**src/tlvp_pkg.sv**
```systemverilog
// ----------------------------------------------------------------------------
// tlvp_pkg
// Shared types, kind codes and helpers for the TLV stream parser.
// ----------------------------------------------------------------------------
`default_nettype none

package tlvp_pkg;

  // Result kinds
  localparam logic [1:0] KIND_VALUE = 2'd0;
  localparam logic [1:0] KIND_EMPTY = 2'd1;
  localparam logic [1:0] KIND_OK    = 2'd2;
  localparam logic [1:0] KIND_FAIL  = 2'd3;

  // Header: 4 tag bytes then 4 length bytes
  localparam int unsigned HDR_CNT_W    = 3;
  localparam logic [2:0]  HDR_TAG_LAST = 3'd3;
  localparam logic [2:0]  HDR_LAST     = 3'd7;

  // Queue between front and back
  localparam int unsigned QUEUE_DEPTH = 4;
  localparam int unsigned QPTR_W      = $clog2(QUEUE_DEPTH);
  localparam int unsigned QCNT_W      = $clog2(QUEUE_DEPTH + 1);

  typedef struct packed {
    logic [7:0] data_byte;
    logic       buffer_last;
  } tlvp_in_t;

  typedef struct packed {
    logic [1:0]  kind;
    logic [31:0] tag;
    logic [31:0] length;
    logic [7:0]  value_byte;
    logic [31:0] byte_offset;
    logic        element_last;
    logic        run_last;
  } tlvp_out_t;

  // One queue entry holds all results of one input item: a first record and
  // an optional trailing status record.
  typedef struct packed {
    tlvp_out_t rec;
    logic      extra_v;
    logic      extra_ok;
  } tlvp_entry_t;

  function automatic tlvp_out_t make_status(input logic ok);
    tlvp_out_t r;
    r              = '0;
    r.kind         = ok ? KIND_OK : KIND_FAIL;
    r.run_last     = 1'b1;
    return r;
  endfunction

endpackage

`default_nettype wire

```
**src/tlvp_front.sv**
```systemverilog
// ----------------------------------------------------------------------------
// tlvp_front
// Accepts bytes, tracks header/value parse state, and pushes the results of
// each byte that has any as one queue entry.
// ----------------------------------------------------------------------------
`default_nettype none

module tlvp_front (
  input  wire                  clk,
  input  wire                  rst_n,
  input  wire                  in_valid,
  output logic                 in_stall,
  input  wire tlvp_pkg::tlvp_in_t in_data,
  input  wire                  q_full,
  output logic                 q_push,
  output tlvp_pkg::tlvp_entry_t q_entry
);

  logic                           in_value_r, in_value_nxt;
  logic [tlvp_pkg::HDR_CNT_W-1:0] hdr_cnt_r, hdr_cnt_nxt;
  logic [31:0]                    tag_r, tag_nxt;
  logic [31:0]                    len_r, len_nxt;
  logic [31:0]                    off_r, off_nxt;
  logic                           seen_r, seen_nxt;

  logic                           accept;
  logic                           rec_v;
  logic                           elast;
  tlvp_pkg::tlvp_out_t            rec;

  assign in_stall = q_full;
  assign accept   = in_valid && !q_full;

  always_comb begin
    in_value_nxt = in_value_r;
    hdr_cnt_nxt  = hdr_cnt_r;
    tag_nxt      = tag_r;
    len_nxt      = len_r;
    off_nxt      = off_r;
    seen_nxt     = seen_r;
    rec_v        = 1'b0;
    rec          = '0;
    elast        = (off_r == (len_r - 32'd1));

    if (in_value_r) begin
      rec_v            = 1'b1;
      rec.kind         = tlvp_pkg::KIND_VALUE;
      rec.tag          = tag_r;
      rec.length       = len_r;
      rec.value_byte   = in_data.data_byte;
      rec.byte_offset  = off_r;
      rec.element_last = elast;
      if (elast) begin
        in_value_nxt = 1'b0;
        off_nxt      = '0;
      end else begin
        off_nxt = off_r + 32'd1;
      end
    end else begin
      if (hdr_cnt_r <= tlvp_pkg::HDR_TAG_LAST) begin
        tag_nxt = {tag_r[23:0], in_data.data_byte};
      end else begin
        len_nxt = {len_r[23:0], in_data.data_byte};
      end
      hdr_cnt_nxt = hdr_cnt_r + 1'b1;
      if (hdr_cnt_r == tlvp_pkg::HDR_LAST) begin
        hdr_cnt_nxt = '0;
        seen_nxt    = 1'b1;
        off_nxt     = '0;
        if (len_nxt == 32'd0) begin
          rec_v            = 1'b1;
          rec.kind         = tlvp_pkg::KIND_EMPTY;
          rec.tag          = tag_nxt;
          rec.element_last = 1'b1;
        end else begin
          in_value_nxt = 1'b1;
        end
      end
    end

    // Status record goes after any data record of the same item
    q_entry          = '0;
    q_entry.extra_ok = seen_nxt && !in_value_nxt;
    if (rec_v) begin
      q_entry.rec          = rec;
      q_entry.rec.run_last = !in_data.buffer_last;
      q_entry.extra_v      = in_data.buffer_last;
    end else begin
      q_entry.rec = tlvp_pkg::make_status(seen_nxt && !in_value_nxt);
    end
    q_push = accept && (rec_v || in_data.buffer_last);

    // Buffer end returns parse state to reset
    if (in_data.buffer_last) begin
      in_value_nxt = 1'b0;
      hdr_cnt_nxt  = '0;
      tag_nxt      = '0;
      len_nxt      = '0;
      off_nxt      = '0;
      seen_nxt     = 1'b0;
    end
  end

  always_ff @(posedge clk) begin
    if (!rst_n) begin
      in_value_r <= 1'b0;
      hdr_cnt_r  <= '0;
      tag_r      <= '0;
      len_r      <= '0;
      off_r      <= '0;
      seen_r     <= 1'b0;
    end else if (accept) begin
      in_value_r <= in_value_nxt;
      hdr_cnt_r  <= hdr_cnt_nxt;
      tag_r      <= tag_nxt;
      len_r      <= len_nxt;
      off_r      <= off_nxt;
      seen_r     <= seen_nxt;
    end
  end

endmodule

`default_nettype wire

```
**src/tlvp_queue.sv**
```systemverilog
// ----------------------------------------------------------------------------
// tlvp_queue
// Short FIFO of result entries between the front and back parts.
// ----------------------------------------------------------------------------
`default_nettype none

module tlvp_queue (
  input  wire                   clk,
  input  wire                   rst_n,
  input  wire                   push,
  input  wire tlvp_pkg::tlvp_entry_t push_entry,
  output logic                  full,
  input  wire                   pop,
  output tlvp_pkg::tlvp_entry_t head_entry,
  output logic                  empty
);

  tlvp_pkg::tlvp_entry_t          entry_r [tlvp_pkg::QUEUE_DEPTH];
  logic [tlvp_pkg::QPTR_W-1:0]    wr_ptr_r, wr_ptr_nxt;
  logic [tlvp_pkg::QPTR_W-1:0]    rd_ptr_r, rd_ptr_nxt;
  logic [tlvp_pkg::QCNT_W-1:0]    cnt_r, cnt_nxt;
  logic                           do_push;
  logic                           do_pop;

  assign full       = (cnt_r == tlvp_pkg::QCNT_W'(tlvp_pkg::QUEUE_DEPTH));
  assign empty      = (cnt_r == '0);
  assign head_entry = entry_r[rd_ptr_r];
  assign do_push    = push && !full;
  assign do_pop     = pop && !empty;

  always_comb begin
    wr_ptr_nxt = do_push ? wr_ptr_r + 1'b1 : wr_ptr_r;
    rd_ptr_nxt = do_pop ? rd_ptr_r + 1'b1 : rd_ptr_r;
    cnt_nxt    = cnt_r;
    if (do_push && !do_pop) begin
      cnt_nxt = cnt_r + 1'b1;
    end else if (do_pop && !do_push) begin
      cnt_nxt = cnt_r - 1'b1;
    end
  end

  always_ff @(posedge clk) begin
    if (!rst_n) begin
      wr_ptr_r <= '0;
      rd_ptr_r <= '0;
      cnt_r    <= '0;
    end else begin
      wr_ptr_r <= wr_ptr_nxt;
      rd_ptr_r <= rd_ptr_nxt;
      cnt_r    <= cnt_nxt;
    end
  end

  always_ff @(posedge clk) begin
    if (do_push) begin
      entry_r[wr_ptr_r] <= push_entry;
    end
  end

endmodule

`default_nettype wire

```
**src/tlvp_back.sv**
```systemverilog
// ----------------------------------------------------------------------------
// tlvp_back
// Drains queue entries into the output register, one result per cycle while out_stall is low.
// ----------------------------------------------------------------------------
`default_nettype none

module tlvp_back (
  input  wire                   clk,
  input  wire                   rst_n,
  input  wire tlvp_pkg::tlvp_entry_t head_entry,
  input  wire                   q_empty,
  output logic                  q_pop,
  output logic                  out_valid,
  input  wire                   out_stall,
  output tlvp_pkg::tlvp_out_t   out_data
);

  logic                out_valid_r, out_valid_nxt;
  tlvp_pkg::tlvp_out_t out_data_r, out_data_nxt;
  logic                sub_r, sub_nxt;   // 1: status half of head entry is next
  logic                load;

  assign out_valid = out_valid_r;
  assign out_data  = out_data_r;
  assign load      = !out_valid_r || !out_stall;

  always_comb begin
    out_valid_nxt = out_valid_r;
    out_data_nxt  = out_data_r;
    sub_nxt       = sub_r;
    q_pop         = 1'b0;
    if (load) begin
      if (!q_empty) begin
        out_valid_nxt = 1'b1;
        if (sub_r) begin
          out_data_nxt = tlvp_pkg::make_status(head_entry.extra_ok);
          q_pop        = 1'b1;
          sub_nxt      = 1'b0;
        end else begin
          out_data_nxt = head_entry.rec;
          q_pop        = !head_entry.extra_v;
          sub_nxt      = head_entry.extra_v;
        end
      end else begin
        out_valid_nxt = 1'b0;
      end
    end
  end

  always_ff @(posedge clk) begin
    if (!rst_n) begin
      out_valid_r <= 1'b0;
      sub_r       <= 1'b0;
    end else begin
      out_valid_r <= out_valid_nxt;
      sub_r       <= sub_nxt;
    end
  end

  always_ff @(posedge clk) begin
    out_data_r <= out_data_nxt;
  end

endmodule

`default_nettype wire

```
**src/tlv_stream_parser.sv**
```systemverilog
// ----------------------------------------------------------------------------
// tlv_stream_parser
// Byte-serial TLV parser: 4-byte big-endian tag, 4-byte big-endian length,
// then the value bytes. Emits one record per value byte, one per empty
// element, and a pass/fail status record at the end of each buffer.
//
// Input channel (in_valid / in_stall / in_data): one buffer byte per item,
// buffer_last set on the final byte. Output channel (out_valid / out_stall /
// out_data): one result record per item; run_last marks the final record
// caused by an input byte. On a fail status the consumer drops the value
// bytes of the last, truncated element.
// Each record passes through the queue and then the output register. The
// input takes one byte per cycle while in_stall is low; a byte that
// causes two records (data plus status) is presented as two records in turn.
// A four-entry queue separates the parse front from the output register;
// in_stall rises only when that queue is full, so output stalls reach the
// input after the queue fills. Reset (rst_n low, synchronous) empties the
// queue, drops the output record and returns the parser to header state.
// ----------------------------------------------------------------------------
`default_nettype none

module tlv_stream_parser (
  input  wire                 clk,
  input  wire                 rst_n,
  input  wire                 in_valid,
  output logic                in_stall,
  input  wire tlvp_pkg::tlvp_in_t in_data,
  output logic                out_valid,
  input  wire                 out_stall,
  output tlvp_pkg::tlvp_out_t out_data
);

  logic                  q_full;
  logic                  q_push;
  logic                  q_pop;
  logic                  q_empty;
  tlvp_pkg::tlvp_entry_t q_push_entry;
  tlvp_pkg::tlvp_entry_t q_head_entry;

  tlvp_front u_front (
    .clk      (clk),
    .rst_n    (rst_n),
    .in_valid (in_valid),
    .in_stall (in_stall),
    .in_data  (in_data),
    .q_full   (q_full),
    .q_push   (q_push),
    .q_entry  (q_push_entry)
  );

  tlvp_queue u_queue (
    .clk        (clk),
    .rst_n      (rst_n),
    .push       (q_push),
    .push_entry (q_push_entry),
    .full       (q_full),
    .pop        (q_pop),
    .head_entry (q_head_entry),
    .empty      (q_empty)
  );

  tlvp_back u_back (
    .clk        (clk),
    .rst_n      (rst_n),
    .head_entry (q_head_entry),
    .q_empty    (q_empty),
    .q_pop      (q_pop),
    .out_valid  (out_valid),
    .out_stall  (out_stall),
    .out_data   (out_data)
  );

endmodule

`default_nettype wire

```
**config.mk**
```make
export PLATFORM = sky130hd
export DESIGN_NAME = tlv_stream_parser
export DESIGN_NICKNAME = d
export VERILOG_FILES = /design/src/tlvp_pkg.sv /design/src/tlvp_front.sv /design/src/tlvp_queue.sv /design/src/tlvp_back.sv /design/src/tlv_stream_parser.sv
export SDC_FILE = /design/constraint.sdc
export NUM_CORES = 1
export LEC_CHECK = 0
export ABC_CLOCK_PERIOD_IN_PS = 20000
export BUFFER_PORTS_ARGS = -buffer_cell sky130_fd_sc_hd__clkbuf_2
export CAP_MARGIN = 15
export CORE_MARGIN = 1.5
export CORE_UTILIZATION = 50
export DETAILED_ROUTE_END_ITERATION = 6
export PLACE_DENSITY = 0.71
export REMOVE_ABC_BUFFERS = 1
export SKIP_CTS_REPAIR_TIMING = 1
export SYNTH_ARGS = -nofsm -noshare
export SYNTH_HDL_FRONTEND = slang
export SYNTH_SLANG_ARGS = --single-unit
```
**constraint.sdc**
```tcl
create_clock -name clk -period 20 [get_ports clk]
set_clock_uncertainty 0.2 [all_clocks]
set_input_delay 0 -clock clk [delete_from_list [all_inputs] [get_ports clk]]
set_output_delay 0 -clock clk [all_outputs]
set_load 0.02 [all_outputs]
```
; ---- Word level (Yosys, flattened, before mapping)
; Memories as Yosys holds them, arrays and structs flattened. A register that Yosys moved wholly into a read port is not among the register bits.
; Index checks and enable logic that the tools add are counted.
[totals]
ramBits = 440
input_bits = 13
out_inout_bits = 110
regBits = 218
n_memories = 1
[op_classes]
order_cmp = 1
n_eq_ne = 4
add_sub_neg = 7
mux = 46
n_bitwise = 1
n_reduce_logical = 25
[memory_table]
columns = name, depth, word_bits, rd, rd_ports_with_merged_regs, wr, line
row1 = u_queue.entry_r, 4, 110, 1, 1, 1, tlvp_queue.sv:18  ; tlvp_pkg::tlvp_entry_t entry_r [tlvp_pkg::QUEUE_DEPTH];
[ops]
columns = operator, n
row1 = 32-bit 2-to-1 mux, 11
row2 = 108-bit 2-to-1 mux, 2
row3 = 72-bit 2-to-1 mux, 1
row4 = 34-bit 2-to-1 mux, 2
row5 = 33-bit 2-to-1 mux, 1
row6 = "32-bit by 1-bit adder with 32-bit output, second input constant", 1
row7 = 32-bit == test, 1
row8 = 32-bit logical NOT, 1
row9 = "32-bit by 1-bit subtractor with 32-bit output, second input constant", 1
row10 = 1-bit 2-to-1 mux, 22
row11 = 3-bit 2-to-1 mux, 5
row12 = 1-bit logical NOT, 9
row13 = 1-bit logical AND, 7
row14 = "3-bit by 1-bit adder with 3-bit output, second input constant", 2
row15 = "3-bit == test, second input constant", 2
row16 = 2-bit AND reduction, 3
row17 = "2-bit by 1-bit adder with 2-bit output, second input constant", 2
row18 = 2-bit 2-to-1 mux, 2
row19 = "3-bit by 2-bit less-or-equal comparator with 1-bit output, second input constant", 1
row20 = 3-bit logical NOT, 1
row21 = 3-bit nonzero test, 1
row22 = "3-bit by 1-bit subtractor with 3-bit output, second input constant", 1
row23 = 1-bit logical OR, 2
row24 = "2-bit != test, second input constant", 1
row25 = other kinds (2), 2

; ---- Logic depth before layout (Yosys ltp)
; Gate-level depths: netlist (run 1).
[depth]
ltp_word = 14
mapped_depth = 14
depth_no_buf = 14

; ---- By module
; From an unflattened synthesis (run 1), not the netlist that was laid out.
[hier_totals]
cells_unflattened = 1661
hier_area_um2 = 26885.8
[by_module_without_submodules]
columns = module, area_each_um2, seq_area_each_um2, cells_each, instances
row1 = tlvp_queue, 16359.4, 13392.8, 622, 1
row2 = tlvp_front, 6453.7, 2021.9, 800, 1
row3 = tlvp_back, 4072.7, 3283.1, 239, 1

; ---- Least setup slack after synthesis (run 1)
; OpenSTA, ideal clock, no wires.
[synth_path]
kind = register -> register
from = reg u_queue.cnt_r[0] (netlist bit)
to = reg u_queue.cnt_r[2] (netlist bit)
arrival_ns = 7.338
path_buffers = 0
stages_incl_launch_ff = 11
slack_ns = 12.391
cell_sequence = dfxtp_1 -> nor3_1 -> a21oi_1 -> a21boi_0 -> inv_1 -> ha_1 -> inv_1 -> fa_1 -> xor2_1 -> or3_1 -> a21oi_1
[synth_via]
elab_chain_len = 8
word_cells_on_any_way = 19
cone_classes = add/sub (2) / eq/ne (1) / mux (4) / reduce/logical (12)
[synth_rtl]
columns = element, line
row1 = start: declaration, tlvp_queue.sv:21  ; logic [tlvp_pkg::QCNT_W-1:0] cnt_r, cnt_nxt;
row2 = start signal: assignment, tlvp_queue.sv:50  ; cnt_r <= cnt_nxt;
row3 = 3-bit == test, tlvp_queue.sv:25  ; assign full = (cnt_r == tlvp_pkg::QCNT_W'(tlvp_pkg::QUEUE_DEPTH));
row4 = 1-bit logical NOT, "tlvp_front.sv:32, tlvp_queue.sv:28"
row5 = 1-bit logical AND, tlvp_front.sv:32  ; assign accept = in_valid && !q_full;
row6 = 1-bit logical AND, tlvp_front.sv:91  ; q_push = accept && (rec_v || in_data.buffer_last);
row7 = 1-bit logical AND, tlvp_queue.sv:28  ; assign do_push = push && !full;
row8 = 1-bit logical NOT, tlvp_queue.sv:37  ; end else if (do_pop && !do_push) begin
row9 = 1-bit logical AND, tlvp_queue.sv:37
row10 = 2-bit nonzero test (no source line), --
; Parallel ways exist; a longest one is shown, timed or not. The select of a mux whose other input is x is not followed.
; A chain may end at the register's enable or synchronous reset.

; ---- Final worst setup path (run 1)
[layout_path]
from = reg u_front.len_r[26]
to = mem u_queue.entry_r[3][8] (netlist bit) (enable)
[layout_via]
elab_chain_len = 11
[layout_rtl]
columns = element, line
row1 = start: declaration, tlvp_front.sv:22  ; logic [31:0] len_r, len_nxt;
row2 = start signal: assignment, tlvp_front.sv:116  ; len_r <= len_nxt;
row3 = 32-bit 2-to-1 mux, tlvp_front.sv:60  ; if (hdr_cnt_r <= tlvp_pkg::HDR_TAG_LAST) begin
row4 = 32-bit 2-to-1 mux, tlvp_front.sv:45  ; if (in_value_r) begin
row5 = 32-bit logical NOT, tlvp_front.sv:70  ; if (len_nxt == 32'd0) begin
row6 = 1-bit 2-to-1 mux, tlvp_front.sv:70
row7 = 1-bit 2-to-1 mux, tlvp_front.sv:66  ; if (hdr_cnt_r == tlvp_pkg::HDR_LAST) begin
row8 = 1-bit 2-to-1 mux, tlvp_front.sv:45
row9 = 1-bit logical OR, tlvp_front.sv:91
row10 = 1-bit logical AND, tlvp_front.sv:91
row11 = 1-bit logical AND, tlvp_queue.sv:28
row12 = named net u_queue.do_push, tlvp_queue.sv:22  ; logic do_push;
row13 = 1-bit 2-to-1 mux, tlvp_queue.sv:55  ; if (do_push) begin
row14 = 1-bit 2-to-1 mux (implied by the code), tlvp_queue.sv:56  ; entry_r[wr_ptr_r] <= push_entry;
row15 = end: declaration, tlvp_queue.sv:18
; The timed path passes the listed nets, and every way through them passes these cells. The select of a mux whose other input is x is not followed.

==> impl_metrics.toml, run 1 <==
[power_and_ir_drop]
swShare_pct = 27.49
p_seq_share_pct = 47.1
pwr-share-comb_pct = 19.9
p_switching_uw = 1036
internal_power_uw = 2733
power_density_nw_per_um2 = 123.7
leakage_uw = 0.01018
p_clk_share_pct = 32.9
irDropWorstVdd_mv = 0.07005

[grt]
grt_pass1_wl_um = 86600
grt_overflow = 0
antenna_found_initial = 1
grt_max_degree = 109
grt_pass1_vias = 14770
grt.total_usage_pct = 20.30

[run]
cap_violations = 0

[clocking]
cts.sinks = 660
clockRootBuffer = "clkbuf_16"
numCtsBuffers = 68
clock_latency_ps = 610
tritoncts = "yes"
cts_buffer_depth = 3
h-tree-depth = 3
clkTransAtPathRegs_ps = 60

[sta]
finalHoldViolations = 0
grt_setup_unrepaired = "no"
clock.fmax_mhz = 205.8
finalCritPeriodShare_pct = 24.29
layout_min_cycle_time_ps = 4859
worst_pin_slew_ps = 1133
finalSetupViolCount = 0
slew_viol_final = 0
setup_tns_ps = 0
maxSlewHeadroom_pct = 24.46

[setup_path]
worstPathArrival_ps = 4870
critPathSlowestCell = "buf_4"
crit_buf_inv = 1
r2r_slack_ps = 15140
crit_family = "simple AND/OR/NAND/NOR gates"
cp-end-kind = "flop"
path_max_fanout = 72
cp_cell_sequence = "or3_1 -> or4_1 -> nor4_1 -> a31oi_1 -> nor4b_1 -> nand2_1 -> a21oi_2 -> and2_4 -> buf_4"
crit_required_ps = 20010
path_class = "reg2reg"
critical_path.max_stage_delay_ps = 940
startpoint_type = "flop"

[placed_design]
place_congestion = 0.9140
io_buffers = 122
hpwl_um = 33890

[final_layout]
final_cell_mix = "edfxtp_1, and2_1, clkbuf_2"
syn_to_final_growth_pct = 13.02
drive_gt1_share_pct = 21.30
final_util_pct = 57.62
antennaDiodeCount = 0
final_nets = 1831
layout_commonest_cell = "edfxtp_1"

[synth]
synth_enable_flop_cells = 548
ys_ff_latch = 660
synthAdderAreaFrac_pct = 0.5385
syn-cell-area_sq_um = 26950
synth_cell_type_count = 68
syn_inst = 1706
ys_warn_count = 0
synthSimpleGateAreaFrac_pct = 10.68
synth-compound-area-share_pct = 5.539
ys_async_sr_fraction_pct = 0
muxShareOfSynthArea_pct = 9.745
synth_top_family_by_area = "simple AND/OR/NAND/NOR gates"
synth-xor-area-share_pct = 1.982
ys_seq_area_share_pct = 69.38
avgSynthCellArea_sq_um = 15.80
synthFlopType = "edfxtp_1"

[status]
outcome = "finished, final reports clean"

[drt]
drcViolationCount = 0
drt_pass1_iterations = 5
detail_route.wl_per_cell_um = 21.80
drt_iter0_drc = 1145
detail-route-antenna-nets = 0
wl_um = 55530
viasPerCell = 5.808
vias = 14790

[floorplanning]
die_x_um = 235.2
coreArea_sq_um = 52870
die-area_sq_um = 55300
pin_count = 123
rows = 84
initial_core_util_pct = 50.98
die_h_um = 235.2

[hold_path]
hp-class = "in2reg"
worst register-to-register path: stages (launching register included):
cell	delay (ps)
dfxtp_1	360
or3_1	450
or4_1	450
nor4_1	240
a31oi_1	70
nor4b_1	450
nand2_1	220
a21oi_2	360
and2_4	610
buf_4	940
metal layers:
layer | global-route usage, % | wire (um)
met5 | 0 | 7
met3 | 3.963 | 2916
met1 | 28.32 | 24800
met2 | 32.26 | 26500
met4 | 6.749 | 1300
Yosys cell counts, types with 11 or more instances:
cell      instances  area, sq um
nand4_1          19        118.9
xnor2_1          32        280.3
nand2_1          57        214.0
nor2b_1          36        225.2
dfxtp_1         112         2242
nor3_1           26        130.1
a22o_1           32        280.3
xor2_1           29        254.0
a22oi_1          69        518.0
nand3_1          33        165.2
nor2_1           81        304.0
clkbuf_1         93        349.1
o21ai_0          26        130.1
mux4_2          110         2477
buf_2            11        55.05
a31oi_1          11        68.82
edfxtp_1        548        16460
buf_1            17        63.81
inv_1            19        71.32
a21oi_1          20        100.1
and2_1          184         1151
nor4_1           14        87.58
power by group through the flow:
stage                     Sequential, uW  Combinational (uW)  Clock, uW
final                               1780                 750       1240
after global routing                1800                 813       1320
after CTS                           1780                 769       1270
after detailed placement            1810                 766          0
after global placement              1800                 760          0
after floorplan                     2010                 363          0
logic make-up after synthesis:
| kind of cell | count (synthesis) |
|---|---|
| flops | 660 |
| compound gates | 196 |
| fa+ha+maj | 11 |
| xor+xnor | 61 |
| buf+inv | 145 |
| mux | 124 |
| simple gates | 509 |
final timing paths:
path / from / end / depth (start not counted)
worst max-delay path: u_front.len_r[26]$_SDFFE_PN0P_ / u_queue.entry_r[3][8]$_DFFE_PP_ / 9
worst min-delay path: out_stall / u_back.out_valid$_SDFFE_PN0N_ / 4
worst max register to register: u_front.len_r[26]$_SDFFE_PN0P_ / u_queue.entry_r[3][8]$_DFFE_PP_ / 9
worst min register to register: u_front.tag_r[26]$_SDFFE_PN0P_ / u_front.tag_r[26]$_SDFFE_PN0P_ / 2
stage by stage:
stage               setup WS [ps]  instances  power, uW  hold WS (ps)  cell area [sq um]
finish                      15140       2547       3769         70.72              30460
global route                14780       2547       3932         76.22              30460
CTS                         15080       2534       3822        -567.1              30330
detailed placement          15110       2412       2574         84.09              28120
global placement            15210       2412       2565         66.91              28120
floorplan                   12360       1582       2376        -103.4              26450
layout make-up:
class | count | area [sq um]
inverter | 21 | 78.83
multi-input combinational | 901 | 7710
fill | 4030 | 22410
tap | 688 | 860.8
sequential | 660 | 18710
clock inverter | 29 | 262.8
clock buffer | 93 | 1951
timing repair buffer | 155 | 890.9
state kept, by name, summed over array words and instances, names as in the netlist, named ones only:
| name | flops |
|---|---|
| u_back.out_data | 108 |
| u_back.out_valid | 1 |
| u_back.sub_r | 1 |
| u_front.hdr_cnt_r | 3 |
| u_front.in_value_r | 1 |
| u_front.len_r | 32 |
| u_front.off_r | 32 |
| u_front.seen_r | 1 |
| u_front.tag_r | 32 |
| u_queue.cnt_r | 3 |
| u_queue.entry_r | 440 |
| u_queue.rd_ptr_r | 2 |
| u_queue.wr_ptr_r | 2 |
Power figures use the tool's default switching activity.
==> run 2, diff against run 1 <==
ABC_AREA = 1   (was default)
ABC_CLOCK_PERIOD_IN_PS = 4790   (was 20000)
clock period = 4.79 ns   (was 20 ns; I/O delays follow)
==> run 2 against run 1 <==
  * The run now ends with negative hold slack left
  * Critical endpoint is now u_queue.entry_r[2][64]$_DFFE_PP_
  * Global-route usage rose by 3.4 points
  * Final cell count is 50% higher
  * Setup slack got worse by 15000 ps
  * Die area up 7.6%
  * First-iteration DRC count increased by 58%
  * Critical path type unchanged
  * Largest power group unchanged
  * Combinational power grew to 5.3 times the previous value
  * Sequential power grew to 4.2 times the previous value
  * Non-clock buffer count rose by 12
  * Total power grew to 4.4 times the previous value
  * Register-to-register slack worse by 15000 ps
  * Hold slack worse by 93 ps
==> impl_metrics.toml, run 2 <==
[status]
outcome = "finished, violations left"
failed_checks = "negative hold slack"

[drt]
detail_route.wl_per_cell_um = 18.62
viasPerCell = 5.444
drt_iter0_drc = 1805
drcViolationCount = 0
wl_um = 70990
vias = 20750
detail-route-antenna-nets = 0
drt_pass1_iterations = 7

[sta]
fin_hold_ws_ps = -22.55
fin_ws_ps = 454.6
slew_viol_final = 0
maxSlewHeadroom_pct = 28.18
finalCritPeriodShare_pct = 90.51
worst_pin_slew_ps = 1076
grt_setup_unrepaired = "no"
layout_min_cycle_time_ps = 4335
finalHoldViolations = 14
clock.fmax_mhz = 230.7
setup_tns_ps = 0
finalSetupViolCount = 0

[placed_design]
dpl_worst_slack_ps = 536.2
place_congestion = 0.9405
hpwl_um = 43200
placed_cell_area_sq_um = 30220
io_buffers = 122

[floorplanning]
die_h_um = 244.0
die_x_um = 244.0
coreArea_sq_um = 57590
rows = 88
initial_core_util_pct = 50.42
die-area_sq_um = 59520
pin_count = 123

[synth]
yosysMostFrequentCell = "nor2_1"
syn_inst = 2942
avgSynthCellArea_sq_um = 9.869
ys_async_sr_fraction_pct = 0
synth_enable_flop_cells = 548
ys_top_cells_by_area = "edfxtp_1, dfxtp_1, nor2_1"
ys_warn_count = 0
ys_ff_latch = 660
synth_top_area_share_pct = 56.68
ys_seq_area_share_pct = 64.40
syn-cell-area_sq_um = 29030
synth_common_cells = "nor2_1, edfxtp_1, nand2_1"
synthFlopType = "edfxtp_1"
synth_cell_type_count = 41
synth_top_cell_by_area = "edfxtp_1"

[setup_path]
startpoint_type = "flop"
crit_required_ps = 4860
path_class = "reg2reg"
path_max_fanout = 60
cp-end-kind = "flop"
worstPathArrival_ps = 4400

[power_and_ir_drop]
irDropWorstVdd_mv = 0.5142
leakage_uw = 0.01242
power_density_nw_per_um2 = 508.5

[final_layout]
final_nets = 3017
final_util_pct = 56.41
antennaDiodeCount = 0
drive_gt1_share_pct = 10.73
layout_commonest_cell = "nor2_1"
final_cell_mix = "nor2_1, edfxtp_1, nand2_1"
largest_reg_flops = 440
stdcell_area_sq_um = 32480
top_register = "u_queue.entry_r"
syn_to_final_growth_pct = 11.89

[grt]
antenna_found_initial = 0
grt_pass1_vias = 20020
grt.total_usage_pct = 23.75
grt_pass1_wl_um = 110400
grt_max_degree = 145
grt_overflow = 0

[clocking]
clock_latency_ps = 610
cts.sinks = 660
numCtsBuffers = 67
cts_buffer_depth = 3
tritoncts = "yes"
h-tree-depth = 3
clkTransAtPathRegs_ps = 60
clockRootBuffer = "clkbuf_16"

[hold_path]
hp-class = "in2reg"

[run]
cap_violations = 0
[run 2: cell count changes after synthesis, sizes merged, moves of 181 or more]
| cell | previous run | this run |
|---|---|---|
| a21oi | 21 | 228 |
| and2 | 184 | 3 |
| inv | 19 | 236 |
| nand2 | 57 | 482 |
| nor2 | 81 | 577 |
| o21ai | 26 | 325 |
[run 2: kinds of logic (layout without fill, tap and decap cells)]
| family | count (synthesis) | in the layout | share of synthesized area [%] |
|---|---|---|---|
| AOI/OAI and AO/OA | 562 | 562 | 9.813 |
| DFF | 660 | 660 | 64.40 |
| and+or+nand+nor | 1221 | 1221 | 17.45 |
| xor gates and xnor gates | 64 | 64 | 1.931 |
| adders and majority gates | 11 | 11 | 0.4999 |
| buffers and inverters | 424 | 529 | 5.908 |
[run 2: final cells by class]
type	instances	area [sq um]
Clock buffer	90	1824
Clock inverter	33	312.8
Fill cell	4833	25100
Inverter	239	900.9
Multi-Input combinational cell	1858	8686
Sequential cell	660	18710
Tap cell	765	957.2
Timing Repair Buffer	167	1094
[run 2: path summary, 6_finish.rpt]
check | start | endpoint | slack [ps] | cells past startpoint
worst min-delay path | in_data[0] | u_front.len_r[0]$_SDFFE_PN0P_ | -20 | 4
worst max register to register | u_front.hdr_cnt_r[0]$_SDFFE_PN0P_ | u_queue.entry_r[2][64]$_DFFE_PP_ | 450 | 15
worst min register to register | u_front.tag_r[26]$_SDFFE_PN0P_ | u_front.tag_r[26]$_SDFFE_PN0P_ | 270 | 2
worst max-delay path | u_front.hdr_cnt_r[0]$_SDFFE_PN0P_ | u_queue.entry_r[2][64]$_DFFE_PP_ | 450 | 15
[run 2: report_power, final]
part / switching [uW] / internal, uW / total (uW)
sequential: 271 / 7190 / 7460
clock: 2150 / 2920 / 5070
combinational: 2930 / 1060 / 3990
[run 2: layer usage]
metal  track usage, %  vias to the layer above  routed length [um]
met4            8.660                        0                1750
met3            3.435                      106                4181
li1                 -                     9950                   -
met1            32.01                    10040               30740
met2            39.26                      655               34320
met5                0                        -                   0
[run 2: critical path: stages (launching register included)]
cell	delay, ps
dfxtp_1	340
ha_1	230
ha_1	190
inv_1	180
nand2_4	330
or2_2	420
nand2_1	60
nand2_1	50
nor2_1	100
nand2_1	70
nor3_2	200
nand3_1	190
nand3_1	220
nand2_2	230
nor2_4	590
buf_12	320
[run 2: metrics by stage]
step	instances	total power (uW)
2_1_floorplan	2757	10230
3_3_place_gp	3676	11490
3_5_place_dp	3676	11590
4_1_cts	3799	16650
5_1_grt	3812	17280
6_report	3812	16520
==> run 3, diff against run 2 <==
BUFFER_PORTS_ARGS = default   (was -buffer_cell sky130_fd_sc_hd__clkbuf_2)
DONT_BUFFER_PORTS = 1   (was default)
PLACE_DENSITY = 0.69   (was 0.71)
==> run 3 against run 2 <==
  * The run now ends clean
  * Routed wire length decreased by 0.15%
  * Core utilization decreased by 0.73 points
  * Maximum frequency increased by 2.8%
  * Global-route usage decreased by 0.085 points
  * Die area unchanged
==> impl_metrics.toml, run 3 (synthesized netlist as in run 2, its figures left out) <==
[final_layout]
drive_gt1_share_pct = 7.666
stdcell_area_sq_um = 32060
largest_reg_flops = 440
syn_to_final_growth_pct = 10.43
layout_commonest_cell = "nor2_1"
final_cell_mix = "nor2_1, edfxtp_1, nand2_1"
fin_cells = 3702
top_register = "u_queue.entry_r"
final_nets = 2907

[clocking]
clockRootBuffer = "clkbuf_16"
h-tree-depth = 3
clkTransAtPathRegs_ps = 70
clock_latency_ps = 610
tritoncts = "yes"
cts.sinks = 660
numCtsBuffers = 67
cts_buffer_depth = 3

[power_and_ir_drop]
leakage_uw = 0.01202
power_density_nw_per_um2 = 510.3
irDropWorstVdd_mv = 0.3797

[floorplanning]
die-area_sq_um = 59520
rows = 88
die_x_um = 244.0
die_h_um = 244.0
coreArea_sq_um = 57590
initial_core_util_pct = 50.42
pin_count = 123

[placed_design]
hpwl_um = 42990
dpl_worst_slack_ps = 601.5
io_buffers = 0
placed_cell_area_sq_um = 29610
dp.cells = 3560
place_congestion = 0.9262

[sta]
worst_pin_slew_ps = 1140
slew_viol_final = 0
clock.fmax_mhz = 237.1
maxSlewHeadroom_pct = 23.98
finalHoldViolations = 0
layout_min_cycle_time_ps = 4218
finalSetupViolCount = 0
fin_hold_ws_ps = 93.12
grt_setup_unrepaired = "no"
fin_ws_ps = 571.9
finalCritPeriodShare_pct = 88.06

[grt]
grt_pass1_wl_um = 110200
grt_max_degree = 111
grt.total_usage_pct = 23.67
grt_pass1_vias = 19490
antenna_found_initial = 2
grt_overflow = 0

[setup_path]
crit_family = "simple AND/OR/NAND/NOR gates"
critPathSlowestCell = "or2_2"
path_max_fanout = 61
cp_cell_sequence = "ha_1 -> ha_1 -> inv_1 -> nand2_4 -> or2_2 -> nand2_1 -> nand2_1 -> nor2_1 -> nand2_1 -> nor3_2 -> nand3_1 -> nand3_1 -> nand2_2 -> inv_1 -> ha_1 -> inv_1 -> fa_1 -> a21oi_1 -> o21ai_0 -> o21ai_0 -> a21oi_1"
crit_required_ps = 5070
cp-end-kind = "flop"
startpoint_type = "flop"
critical_path.max_stage_delay_ps = 410
path_class = "reg2reg"
crit_buf_inv = 3
worstPathArrival_ps = 4490

[drt]
viasPerCell = 5.491
drt_pass1_iterations = 5
drcViolationCount = 0
drt_iter0_drc = 1742
detail_route.wl_per_cell_um = 19.15
wl_um = 70890
vias = 20330
detail-route-antenna-nets = 0

[hold_path]
hp-class = "in2reg"

[status]
outcome = "finished, final reports clean"

[run]
cap_violations = 0
## run 3: changes by cell type in the layout (fill, tap and decap cells not counted), sizes merged
cell	change
buf	+8
bufinv	-1
clkinv	-7
dlygate4sd3	+4
inv	-2
clkbuf	-118
clkinvlp	+4
diode	+2
## run 3: cell type report
cell class	count	area [sq um]
diodes	2	5.005
clock buffers	94	1994
clock inverters	27	239.0
fillers	4822	25520
inverters	239	900.9
multi-input cells	1858	8686
flip-flops and latches	660	18710
well taps	765	957.2
repair buffers	57	570.5
## run 3: final timing paths
check / startpoint / endpoint / slack (ps) / cells after the start
max reg2reg: u_front.hdr_cnt_r[0]$_SDFFE_PN0P_ / u_queue.cnt_r[2]$_SDFFE_PN0P_ / 570 / 21
max: u_front.hdr_cnt_r[0]$_SDFFE_PN0P_ / u_queue.cnt_r[2]$_SDFFE_PN0P_ / 570 / 21
min: out_stall / u_back.out_valid$_SDFFE_PN0N_ / 90 / 5
min reg2reg: u_queue.rd_ptr_r[1]$_SDFFE_PN0P_ / flop / 260 / 2
## run 3: routing by layer
layer	global-route usage [%]	wire length, um	part of all wire [%]
met1	32.55	31140	44
met2	38.91	34400	49
met3	3.940	4124	5.8
met4	6.609	1216	1.7
met5	0	0	0
## run 3: power by group
| part | switching, uW | leakage, uW | internal (uW) |
|---|---|---|---|
| logic | 2070 | 0.00488 | 767 |
| registers | 1030 | 0.00606 | 7230 |
| clock network | 2180 | 0.00109 | 3080 |
| total | 5280 | 0.0120 | 11100 |
## run 3: worst register-to-register path: cells and delay by family (launching register included)
| kind | cells | cell delay [ps] |
|---|---|---|
| AND/OR/NAND/NOR | 10 | 1800 |
| adder cells (fa/ha/maj) | 4 | 930 |
| AO/OA/AOI/OAI | 4 | 460 |
| buffers and inverters | 3 | 340 |
| flip-flops | 1 | 330 |
## run 3: per-stage QoR
stage / TNS, ps / total power (uW) / util [%]
finish: 0 / 16360 / 55.68
global placement: 0 / 11130 / 51.43
floorplan: -2441490 / 10230 / -
detailed placement: 0 / 11200 / 51.43
global route: 0 / 17110 / 55.68
CTS: 0 / 16470 / 55.31
